`src/design/oad_pkg.sv`:
```
// ----------------------------------------------------------------------------
// oad_pkg: shared types and constants for the obstacle avoidance drive core
// Task codes, item kinds, drive modes, range thresholds and speed constants.
// ----------------------------------------------------------------------------
package oad_pkg;

    // Task sequence: start phase (even) and running phase (odd) of each move
    typedef enum logic [3:0] {
        TASK_WAIT        = 4'd0,
        TASK_WAITING     = 4'd1,
        TASK_ADVANCE     = 4'd2,
        TASK_ADVANCING   = 4'd3,
        TASK_TURN_L      = 4'd4,
        TASK_TURNING_L   = 4'd5,
        TASK_TURN_R      = 4'd6,
        TASK_TURNING_R   = 4'd7,
        TASK_SPIN_L      = 4'd8,
        TASK_SPINNING_L  = 4'd9,
        TASK_SPIN_R      = 4'd10,
        TASK_SPINNING_R  = 4'd11,
        TASK_SLOW        = 4'd12,
        TASK_SLOWING     = 4'd13
    } task_t;

    // Item kinds carried on tuser
    localparam logic [1:0] KIND_LOOP = 2'd0;
    localparam logic [1:0] KIND_MODE = 2'd1;
    localparam logic [1:0] KIND_TICK = 2'd2;

    // Drive modes
    localparam logic [1:0] MODE_OFF  = 2'd0;
    localparam logic [1:0] MODE_AUTO = 2'd2;

    // Configuration register indexes
    localparam logic [1:0] CFG_CRUISE = 2'd0;
    localparam logic [1:0] CFG_CRAWL  = 2'd1;
    localparam logic [1:0] CFG_DELAY  = 2'd2;

    localparam logic [6:0]  CRUISE_RESET = 7'd50;
    localparam logic [6:0]  CRAWL_RESET  = 7'd20;
    localparam logic [15:0] DELAY_RESET  = 16'd2000;
    localparam logic [15:0] MS_MAX       = 16'hFFFF;

    // Range thresholds in cm
    localparam logic [7:0] RANGE_NEAR  = 8'd40;
    localparam logic [7:0] RANGE_CLOSE = 8'd20;
    localparam logic [7:0] RANGE_SIDE  = 8'd15;
    localparam logic [7:0] RANGE_DIAG  = 8'd25;

    // Speed constants in signed percent
    localparam logic [6:0]        SPEED_MAX  = 7'd100;
    localparam logic signed [7:0] TURN_FAST  = 8'sd55;
    localparam logic signed [7:0] TURN_SLOW  = 8'sd30;
    localparam logic signed [7:0] SPIN_POS   = 8'sd25;
    localparam logic signed [7:0] SPIN_NEG   = -8'sd25;

    typedef struct packed {
        logic [7:0] right;
        logic [7:0] front_right;
        logic [7:0] front;
        logic [7:0] front_left;
        logic [7:0] left;
    } ranges_t;

    typedef struct packed {
        logic [6:0]  cruise_speed;
        logic [6:0]  crawl_speed;
        logic [15:0] start_delay;
    } cfg_t;

    typedef struct packed {
        logic signed [7:0] right_speed;
        logic signed [7:0] left_speed;
        task_t             task_code;
    } result_t;

    // Clamp a speed register to 100 percent
    function automatic logic [6:0] sat100(input logic [6:0] v);
        sat100 = (v > SPEED_MAX) ? SPEED_MAX : v;
    endfunction

endpackage

```
`src/design/oad_classify.sv`:
```
// ----------------------------------------------------------------------------
// oad_classify: obstacle classifier
// Compares the five range readings with fixed thresholds, and right with left,
// and picks the start code of the next manoeuvre.
// ----------------------------------------------------------------------------
module oad_classify (
    input  oad_pkg::ranges_t ranges,
    output oad_pkg::task_t   choice
);
    import oad_pkg::*;

    logic slow_zone;

    // Anything near in front or on the right, or close on the left, calls for slowing down
    assign slow_zone = (ranges.front < RANGE_NEAR) || (ranges.right < RANGE_NEAR) ||
                       (ranges.left < RANGE_CLOSE);

    // Pick the manoeuvre; earlier tests win
    always_comb begin
        priority if (ranges.front < RANGE_CLOSE) begin
            choice = (ranges.right < ranges.left) ? TASK_SPIN_L : TASK_SPIN_R;
        end else if (ranges.right < RANGE_SIDE) begin
            choice = TASK_TURN_L;
        end else if (ranges.left < RANGE_SIDE) begin
            choice = TASK_TURN_R;
        end else if (ranges.front_right < RANGE_DIAG) begin
            choice = TASK_TURN_L;
        end else if (ranges.front_left < RANGE_DIAG) begin
            choice = TASK_TURN_R;
        end else if ((ranges.front > RANGE_NEAR) && (ranges.right > RANGE_NEAR) &&
                     (ranges.left > RANGE_NEAR)) begin
            choice = TASK_ADVANCE;
        end else begin
            choice = slow_zone ? TASK_SLOW : TASK_ADVANCE;
        end
    end

endmodule

```
`src/design/oad_seq.sv`:
```
// ----------------------------------------------------------------------------
// oad_seq: task sequencer
// Holds task, mode, millisecond counter and wheel commands, and updates them
// for one item per cycle while step_en is high. Presents the state after the item.
// ----------------------------------------------------------------------------
module oad_seq (
    input  logic             aclk,
    input  logic             aresetn,
    input  logic             step_en,
    input  logic [1:0]       kind,
    input  logic [1:0]       mode_value,
    input  logic             forward,
    input  oad_pkg::ranges_t ranges,
    input  oad_pkg::cfg_t    cfg,
    output oad_pkg::result_t result_next
);
    import oad_pkg::*;

    task_t             task_reg, task_next;
    logic [1:0]        mode_reg, mode_next;
    logic [15:0]       elapsed_reg, elapsed_next;
    logic signed [7:0] right_reg, right_next;
    logic signed [7:0] left_reg, left_next;
    task_t             choice;
    logic signed [7:0] adv_speed;
    logic signed [7:0] crawl;
    logic              running;

    oad_classify u_classify (
        .ranges (ranges),
        .choice (choice)
    );

    // Advance speed, negated when driving backward
    always_comb begin
        adv_speed = $signed({1'b0, sat100(cfg.cruise_speed)});
        if (!forward) begin
            adv_speed = -adv_speed;
        end
    end
    assign crawl = $signed({1'b0, sat100(cfg.crawl_speed)});

    assign running = (task_reg == TASK_ADVANCING) || (task_reg == TASK_TURNING_L) ||
                     (task_reg == TASK_TURNING_R) || (task_reg == TASK_SPINNING_L) ||
                     (task_reg == TASK_SPINNING_R) || (task_reg == TASK_SLOWING);

    // Next state: task, mode and counter
    always_comb begin
        task_next    = task_reg;
        mode_next    = mode_reg;
        elapsed_next = elapsed_reg;
        unique case (kind)
            KIND_LOOP: begin
                if (running) begin
                    // keep the task when the choice is the move already running
                    if ((mode_reg == MODE_AUTO) &&
                        ((4'(choice) + 4'd1) != 4'(task_reg))) begin
                        task_next = choice;
                    end
                end else begin
                    unique case (task_reg)
                        TASK_WAIT:    if (mode_reg == MODE_AUTO) task_next = TASK_WAITING;
                        TASK_WAITING: if (elapsed_reg > cfg.start_delay)
                                          task_next = TASK_ADVANCE;
                        TASK_ADVANCE: task_next = TASK_ADVANCING;
                        TASK_TURN_L:  task_next = TASK_TURNING_L;
                        TASK_TURN_R:  task_next = TASK_TURNING_R;
                        TASK_SPIN_L:  task_next = TASK_SPINNING_L;
                        TASK_SPIN_R:  task_next = TASK_SPINNING_R;
                        TASK_SLOW:    task_next = TASK_SLOWING;
                        default:      task_next = TASK_WAIT;
                    endcase
                end
            end
            KIND_MODE: begin
                mode_next = mode_value;
                task_next = TASK_WAIT;
                if (mode_value == MODE_OFF) begin
                    elapsed_next = '0;
                end
            end
            KIND_TICK: begin
                if (elapsed_reg != MS_MAX) begin
                    elapsed_next = elapsed_reg + 16'd1;
                end
            end
            default: begin
            end
        endcase
    end

    // Outputs: wheel commands, set in start phases, zeroed on mode items and held otherwise
    always_comb begin
        right_next = right_reg;
        left_next  = left_reg;
        unique case (kind)
            KIND_LOOP: begin
                unique case (task_reg)
                    TASK_WAIT: begin
                        right_next = '0;
                        left_next  = '0;
                    end
                    TASK_ADVANCE: begin
                        right_next = adv_speed;
                        left_next  = adv_speed;
                    end
                    TASK_TURN_L: begin
                        right_next = TURN_FAST;
                        left_next  = TURN_SLOW;
                    end
                    TASK_TURN_R: begin
                        right_next = TURN_SLOW;
                        left_next  = TURN_FAST;
                    end
                    TASK_SPIN_L: begin
                        right_next = SPIN_POS;
                        left_next  = SPIN_NEG;
                    end
                    TASK_SPIN_R: begin
                        right_next = SPIN_NEG;
                        left_next  = SPIN_POS;
                    end
                    TASK_SLOW: begin
                        right_next = crawl;
                        left_next  = crawl;
                    end
                    default: begin
                    end
                endcase
            end
            KIND_MODE: begin
                right_next = '0;
                left_next  = '0;
            end
            default: begin
            end
        endcase
    end

    // Commit the update when an item moves through
    always_ff @(posedge aclk) begin
        if (!aresetn) begin
            task_reg    <= TASK_WAIT;
            mode_reg    <= MODE_OFF;
            elapsed_reg <= '0;
            right_reg   <= '0;
            left_reg    <= '0;
        end else if (step_en) begin
            task_reg    <= task_next;
            mode_reg    <= mode_next;
            elapsed_reg <= elapsed_next;
            right_reg   <= right_next;
            left_reg    <= left_next;
        end
    end

    assign result_next.right_speed = right_next;
    assign result_next.left_speed  = left_next;
    assign result_next.task_code   = task_next;

endmodule

```
`src/design/obstacle_avoid_drive_fsm_core.sv`:
```
// ----------------------------------------------------------------------------
// obstacle_avoid_drive_fsm_core: two-wheel obstacle avoidance drive sequencer
// Input register, state update, result register.
//
//   Channel | Ports         | Contents
//   input   | s_t*          | tuser: kind; tdata: mode, forward, five ranges
//   result  | m_t*          | tdata: right speed, left speed, task code
//   config  | cfg_*         | cruise speed, crawl speed, start delay
//
// One item per cycle unless the result stalls; an accepted item goes through the input
// register and the state update, which sets the rate, into the result register.
// Reset (synchronous, active low) returns to wait, mode off, speeds zero.
// A stalled result holds both registers; the input register still takes an
// item while it is empty.
// ----------------------------------------------------------------------------
module obstacle_avoid_drive_fsm_core (
    input  logic        aclk,
    input  logic        aresetn,
    input  logic        s_tvalid,
    output logic        s_tready,
    // [1:0] mode_value, [2] forward, [10:3] range_right, [18:11] range_front_right,
    // [26:19] range_front, [34:27] range_front_left, [42:35] range_left
    input  logic [47:0] s_tdata,
    // [1:0] kind
    input  logic [1:0]  s_tuser,
    output logic        m_tvalid,
    input  logic        m_tready,
    // [7:0] right_speed, [15:8] left_speed, [19:16] task_code
    output logic [23:0] m_tdata,
    input  logic        cfg_wr_en,
    input  logic [1:0]  cfg_addr,
    input  logic [15:0] cfg_wdata
);
    import oad_pkg::*;

    logic       in_valid_reg;
    logic [1:0] in_kind_reg;
    logic [1:0] in_mode_reg;
    logic       in_fwd_reg;
    ranges_t    in_ranges_reg;
    logic       out_valid_reg;
    result_t    out_reg;
    result_t    result_next;
    cfg_t       cfg_reg;
    logic       step_en;
    logic       in_take;

    // Move an item forward when the result register is free or being read
    assign step_en  = in_valid_reg && (!out_valid_reg || m_tready);
    assign s_tready = !in_valid_reg || !out_valid_reg || m_tready;
    assign in_take  = s_tvalid && s_tready;

    // Configuration registers
    always_ff @(posedge aclk) begin
        if (!aresetn) begin
            cfg_reg.cruise_speed <= CRUISE_RESET;
            cfg_reg.crawl_speed  <= CRAWL_RESET;
            cfg_reg.start_delay  <= DELAY_RESET;
        end else if (cfg_wr_en) begin
            unique case (cfg_addr)
                CFG_CRUISE: cfg_reg.cruise_speed <= cfg_wdata[6:0];
                CFG_CRAWL:  cfg_reg.crawl_speed  <= cfg_wdata[6:0];
                CFG_DELAY:  cfg_reg.start_delay  <= cfg_wdata;
                default: begin
                end
            endcase
        end
    end

    // Input register control
    always_ff @(posedge aclk) begin
        if (!aresetn) begin
            in_valid_reg <= 1'b0;
        end else if (in_take) begin
            in_valid_reg <= 1'b1;
        end else if (step_en) begin
            in_valid_reg <= 1'b0;
        end
    end

    // Input register payload
    always_ff @(posedge aclk) begin
        if (in_take) begin
            in_kind_reg               <= s_tuser;
            in_mode_reg               <= s_tdata[1:0];
            in_fwd_reg                <= s_tdata[2];
            in_ranges_reg.right       <= s_tdata[10:3];
            in_ranges_reg.front_right <= s_tdata[18:11];
            in_ranges_reg.front       <= s_tdata[26:19];
            in_ranges_reg.front_left  <= s_tdata[34:27];
            in_ranges_reg.left        <= s_tdata[42:35];
        end
    end

    oad_seq u_seq (
        .aclk        (aclk),
        .aresetn     (aresetn),
        .step_en     (step_en),
        .kind        (in_kind_reg),
        .mode_value  (in_mode_reg),
        .forward     (in_fwd_reg),
        .ranges      (in_ranges_reg),
        .cfg         (cfg_reg),
        .result_next (result_next)
    );

    // Result register control
    always_ff @(posedge aclk) begin
        if (!aresetn) begin
            out_valid_reg <= 1'b0;
        end else if (step_en) begin
            out_valid_reg <= 1'b1;
        end else if (m_tready) begin
            out_valid_reg <= 1'b0;
        end
    end

    // Result register payload
    always_ff @(posedge aclk) begin
        if (step_en) begin
            out_reg <= result_next;
        end
    end

    assign m_tvalid = out_valid_reg;
    assign m_tdata  = {4'd0, 4'(out_reg.task_code), out_reg.left_speed, out_reg.right_speed};

    // No result straight out of reset
    a_reset_idle: assert property (@(posedge aclk) !aresetn |=> !m_tvalid)
        else $error("result valid right after reset");

    // Waiting for the start delay always has the wheels stopped
    a_waiting_stopped: assert property (@(posedge aclk) disable iff (!aresetn)
        (m_tvalid && (m_tdata[19:16] == 4'(TASK_WAITING))) |->
        (m_tdata[15:0] == 16'd0))
        else $error("wheels moving while waiting for start");

    // Spinning left keeps the spin speeds set at its start
    a_spin_left_speeds: assert property (@(posedge aclk) disable iff (!aresetn)
        (m_tvalid && (m_tdata[19:16] == 4'(TASK_SPINNING_L))) |->
        ((m_tdata[7:0] == SPIN_POS) && (m_tdata[15:8] == SPIN_NEG)))
        else $error("spin left running with wrong speeds");

    // A stalled result stays valid and unchanged until it is read
    a_no_overwrite: assert property (@(posedge aclk) disable iff (!aresetn)
        (m_tvalid && !m_tready) |=> (m_tvalid && $stable(m_tdata)))
        else $error("stalled result overwritten");

endmodule
```
`config.mk`:
```
export PLATFORM = sky130hd
export DESIGN_NAME = obstacle_avoid_drive_fsm_core
export DESIGN_NICKNAME = d
export VERILOG_FILES = /design/src/design/oad_pkg.sv /design/src/design/oad_classify.sv /design/src/design/oad_seq.sv /design/src/design/obstacle_avoid_drive_fsm_core.sv
export SDC_FILE = /design/constraint.sdc
export NUM_CORES = 1
export LEC_CHECK = 0
export BUFFER_PORTS_ARGS = -buffer_cell sky130_fd_sc_hd__clkbuf_2
export CAP_MARGIN = 30
export CELL_PAD_IN_SITES_DETAIL_PLACEMENT = 1
export CELL_PAD_IN_SITES_GLOBAL_PLACEMENT = 1
export CORE_MARGIN = 8
export CORE_UTILIZATION = 40
export DETAILED_ROUTE_END_ITERATION = 8
export GPL_TIMING_DRIVEN = 0
export PLACE_DENSITY = 0.85
export SLEW_MARGIN = 10
export SYNTH_ARGS = -nofsm -noshare
export SYNTH_HDL_FRONTEND = slang
export SYNTH_HIERARCHICAL = 1
export SYNTH_SLANG_ARGS = --single-unit
```
`constraint.sdc`:
```
create_clock -name aclk -period 4.1 [get_ports aclk]
set_input_delay 0.41 -clock aclk [delete_from_list [all_inputs] [get_ports aclk]]
set_output_delay 0.41 -clock aclk [all_outputs]
set_load 0.1 [all_outputs]
```
Word level (Yosys, flattened, before mapping)
Cells that the tools add are included.

Mux-type cells: 28. Reduce and logical (&&, ||, !) cells: 29. Add/subtract/negate cells: 3. Eq/ne operators: 22. Order comparisons: 15.

Operators by type and width (number): $pmux 8 s7 (2); $mux 4 (11); $lt 8x5->1 const B (4); $mux 16 (2); $pmux 16 s2 (1); $pmux 4 s8 (1); $pmux 8 s2 (2); $eq 4x4->1 const B (6); $gt 8x6->1 const B (3); $add 16x1->16 const B (1); $eq 4x3->1 const B (4); $gt 16x16->1 (1); $lt 8x4->1 const B (2); $lt 8x6->1 const B (2); $ne 16x16->1 const B (1); $gt 7x7->1 const B (2); $mux 7 (2); $logic_or 1x1->1 (10); $eq 4x2->1 const B (2); $lt 8x8->1 (1); $mux 8 (1); $neg 7->8 (1); $pmux 4 s2 (1); $reduce_and 2->1 (4); 14 further kinds (30).

Register bits: 135. Output and inout bits: 26. Bits of input ports: 73. Logic and storage cells: 118.

Longest topological paths before layout
Depth after elaboration: 16. Mapped depth: 14. Gate-level depth less buffers: 14.

By module
The synthesis kept the hierarchy.

Modules (own cells, without submodules): obstacle_avoid_drive_fsm_core (area an instance 3314.4 µm², times used 1, cells an instance 203); oad_seq (area an instance 3161.8 µm², times used 1, cells an instance 416); oad_classify (area an instance 374.1 µm², times used 1, cells an instance 57).

Worst setup path after synthesis
Ideal clock, no wire load.

Path type: flip-flop to flip-flop. From: register out_valid_reg (netlist: m_tvalid). To: register in_fwd_reg, enable pin. Path slack: 456 ps. Cell stages (with the launch flop): 3. Arrival: 3182 ps. Library setup time: 462 ps. Clock period less this slack: 3644 ps. Cells stage by stage: dfxtp_1 -> nor2b_1 -> a21oi_1.

Word-level cells in the longest chain between the ends: 4.

Ends and longest elaborated chain: start, declared (RTL line obstacle_avoid_drive_fsm_core.sv:41) `logic out_valid_reg;`; start signal, assigned (RTL line obstacle_avoid_drive_fsm_core.sv:110) `out_valid_reg <= 1'b0;`; start signal, assigned (RTL line obstacle_avoid_drive_fsm_core.sv:112) `out_valid_reg <= 1'b1;`; start signal, assigned (RTL line obstacle_avoid_drive_fsm_core.sv:114) `out_valid_reg <= 1'b0;`; $logic_not 1->1 (RTL line obstacle_avoid_drive_fsm_core.sv:50) `assign s_tready = !in_valid_reg || !out_valid_reg || m_tready;`; $logic_or 1x1->1 (2 in a row) (RTL line obstacle_avoid_drive_fsm_core.sv:50); $logic_and 1x1->1 (RTL line obstacle_avoid_drive_fsm_core.sv:51) `assign in_take = s_tvalid && s_tready;`; via in_take (RTL line obstacle_avoid_drive_fsm_core.sv:46) `logic in_take;`; end signal, assigned (RTL line obstacle_avoid_drive_fsm_core.sv:86) `in_fwd_reg <= s_tdata[2];`; end, declared (RTL line obstacle_avoid_drive_fsm_core.sv:39) `logic in_fwd_reg;`.

The timed path passes the listed nets, and every way through them passes these cells. A chain may end at the register's enable or synchronous reset.

==> flow_summary.toml <==
[grt]
grt_remaining_overflow = 0
wire_length_of_the_first_global_routing_pass_mm = 30.86
maximum_number_of_pins_on_one_net_before_global_route_repair = 28
grt.total_usage_pct = 17.89
via_count_of_the_first_global_routing_pass = 6050
grt_antenna_before_repair = 0

[clocking]
ctsHoldBuffers = 0
worst_skew_pair.late_latency_ps = 430
postCtsSetupBuffers = 0
cts-htree-levels = 4
cts-root-buf = "clkbuf_16"
cts.path.max_buffers = 2
clk_pin_slew_ps = 60
tritoncts_clock_tree = "yes"
tritoncts.num_buffers = 17
ctsResizeCount = 0
clkSinkCount = 133

[min_path]
hold_class = "input pin to flip-flop"

[timing]
rsz0062_at_grt = "no"
hold_ws_ps = 158.3
finalSetupTns_ps = 0
worst_setup_skew_after_layout_ps = 12.63
timing.final.hold_violations = 0
max_slew.worst_pin.slew_ps = 861.0
slew-limit-headroom_pct = 42.39
min_period_over_period_pct = 74.06
final_report_max_slew_violation_count = 0
post-route-min-period_ps = 3036
peak_clock_frequency_supported_by_timing_mhz = 329.4
setup_violations = 0

[placed_design]
port_buffers = 87
dp.final_hpwl_mm = 14.20
placed_cell_area_sq_um = 7576
gp_congestion = 0.8858

[layout]
area_growth_pct = 21.14
antenna_cells = 0
finalInstanceArea_sq_um = 8225
drive_gt1_share_pct = 22.15
largest_reg_flops = 38
design.final.nets = 885

[worst_setup_path]
crit_chain = "ha_1 -> a21oi_1 -> nor2b_1 -> o21ai_0 -> nand4_1 -> o221a_1 -> ha_1 -> xor2_1 -> o41ai_4 -> o41ai_1 -> nand3_1"
crit_buf_inv = 0
crit_required_ps = 4210
critical-path-top-delay-family = "compound AO/OA/AOI/OAI gates"
worst_path_max_delay_cell = "edfxtp_1"
endpoint_kind = "flip-flop"
ff2ff_setup_slack_ps = 1060
path_max_fanout = 6
crit_type = "flip-flop to flip-flop"
crit_path_start_kind = "flip-flop"
cp_slowest_stage_delay_ps = 430
critical_path_arrival_ps = 3150
critPathMostFrequentCell = "ha_1"

[die]
core_region_area_sq_um = 16580
design.portCount = 99
rows = 47
floorplan.die_area_sq_um = 21400
die_w_um = 146.3
die_h_um = 146.3
floorplan.initialDensity_pct = 40.95

[pwr]
irDropWorstVdd_mv = 0.2980
p_leak_uw = 0.003411
power.density_cell_area_nw_per_um2 = 439.4
total_power_uw = 3614

[logic_synthesis]
syn-cell-area_sq_um = 6790
syn-mean-instance-area_sq_um = 10.07
synth_cells = 674
ys_warn_count = 6

[outcome]
outcome = "finished clean"

[drt]
num_vias = 5571
first_iter_violations = 362
vias_per_cell = 5.467
drc_violations_left = 0
detail-route-antenna-nets = 0
dr.pass1.iters = 5
drt_wl_total_mm = 18.74
routedWlPerCell_um = 18.39

[flow_run]
maxCapViolations = 0
## metal layers
metal | GRT usage [%] | wire [um]
met5 | 0 | 0
met4 | 7.470 | 481
met3 | 5.037 | 991
met2 | 30.95 | 9464
met1 | 20.35 | 7805
## stage by stage
step / setup slack (ps) / cells / util (%)
after global routing: 829.9 / 1019 / 49.60
final: 1064 / 1019 / 49.60
after global placement: -21.82 / 984 / 45.30
after floorplan: 556.4 / 677 / -
after CTS: 1032 / 1019 / 49.60
after detailed placement: 1046 / 987 / 45.68
## power by group
group / leakage [uW] / switching (uW) / internal, uW
registers: 0.00118 / 31.1 / 1450
logic: 0.00191 / 299 / 138
clock network: 0.000316 / 609 / 1080
total: 0.00341 / 939 / 2680
## path summary, 6_finish.rpt
kind,from,endpoint,cells past startpoint
setup / recovery,in_ranges_reg[37],m_tdata[16],11
hold / removal,s_tdata[2],in_fwd_reg,1
setup reg to reg,in_ranges_reg[37],m_tdata[16],11
hold reg to reg,u_seq/right_reg[4],u_seq/right_reg[4],2
## placed cells by master, fill, tap and decap left out, types with 7 or more instances in the layout
master	instances
nand4b_1	7
mux2i_1	24
inv_1	41
and3_1	8
o22a_1	8
nand2_1	79
buf_2	9
clkbuf_2	87
nor2_1	40
clkbuf_1	17
ha_1	26
buf_4	7
xor2_1	8
nand4_1	8
dfxtp_1	70
xnor2_1	17
o21ai_0	29
o211ai_1	12
clkbuf_16	17
nor3_1	9
a31oi_1	8
nor2b_1	13
nand3_1	21
edfxtp_1	63
a21oi_1	33
## layout make-up
| cell class | count | area, sq um |
|---|---|---|
| clock buffer | 17 | 425.4 |
| sequential | 133 | 3293 |
| multi-input combinational | 465 | 3151 |
| tap | 220 | 275.3 |
| clock inverter | 15 | 224.0 |
| buffer | 38 | 217.7 |
| fill | 1916 | 8358 |
| timing repair buffer | 90 | 485.5 |
| inverter | 41 | 153.9 |
No activity file was read; power rests on OpenSTA's default activity.
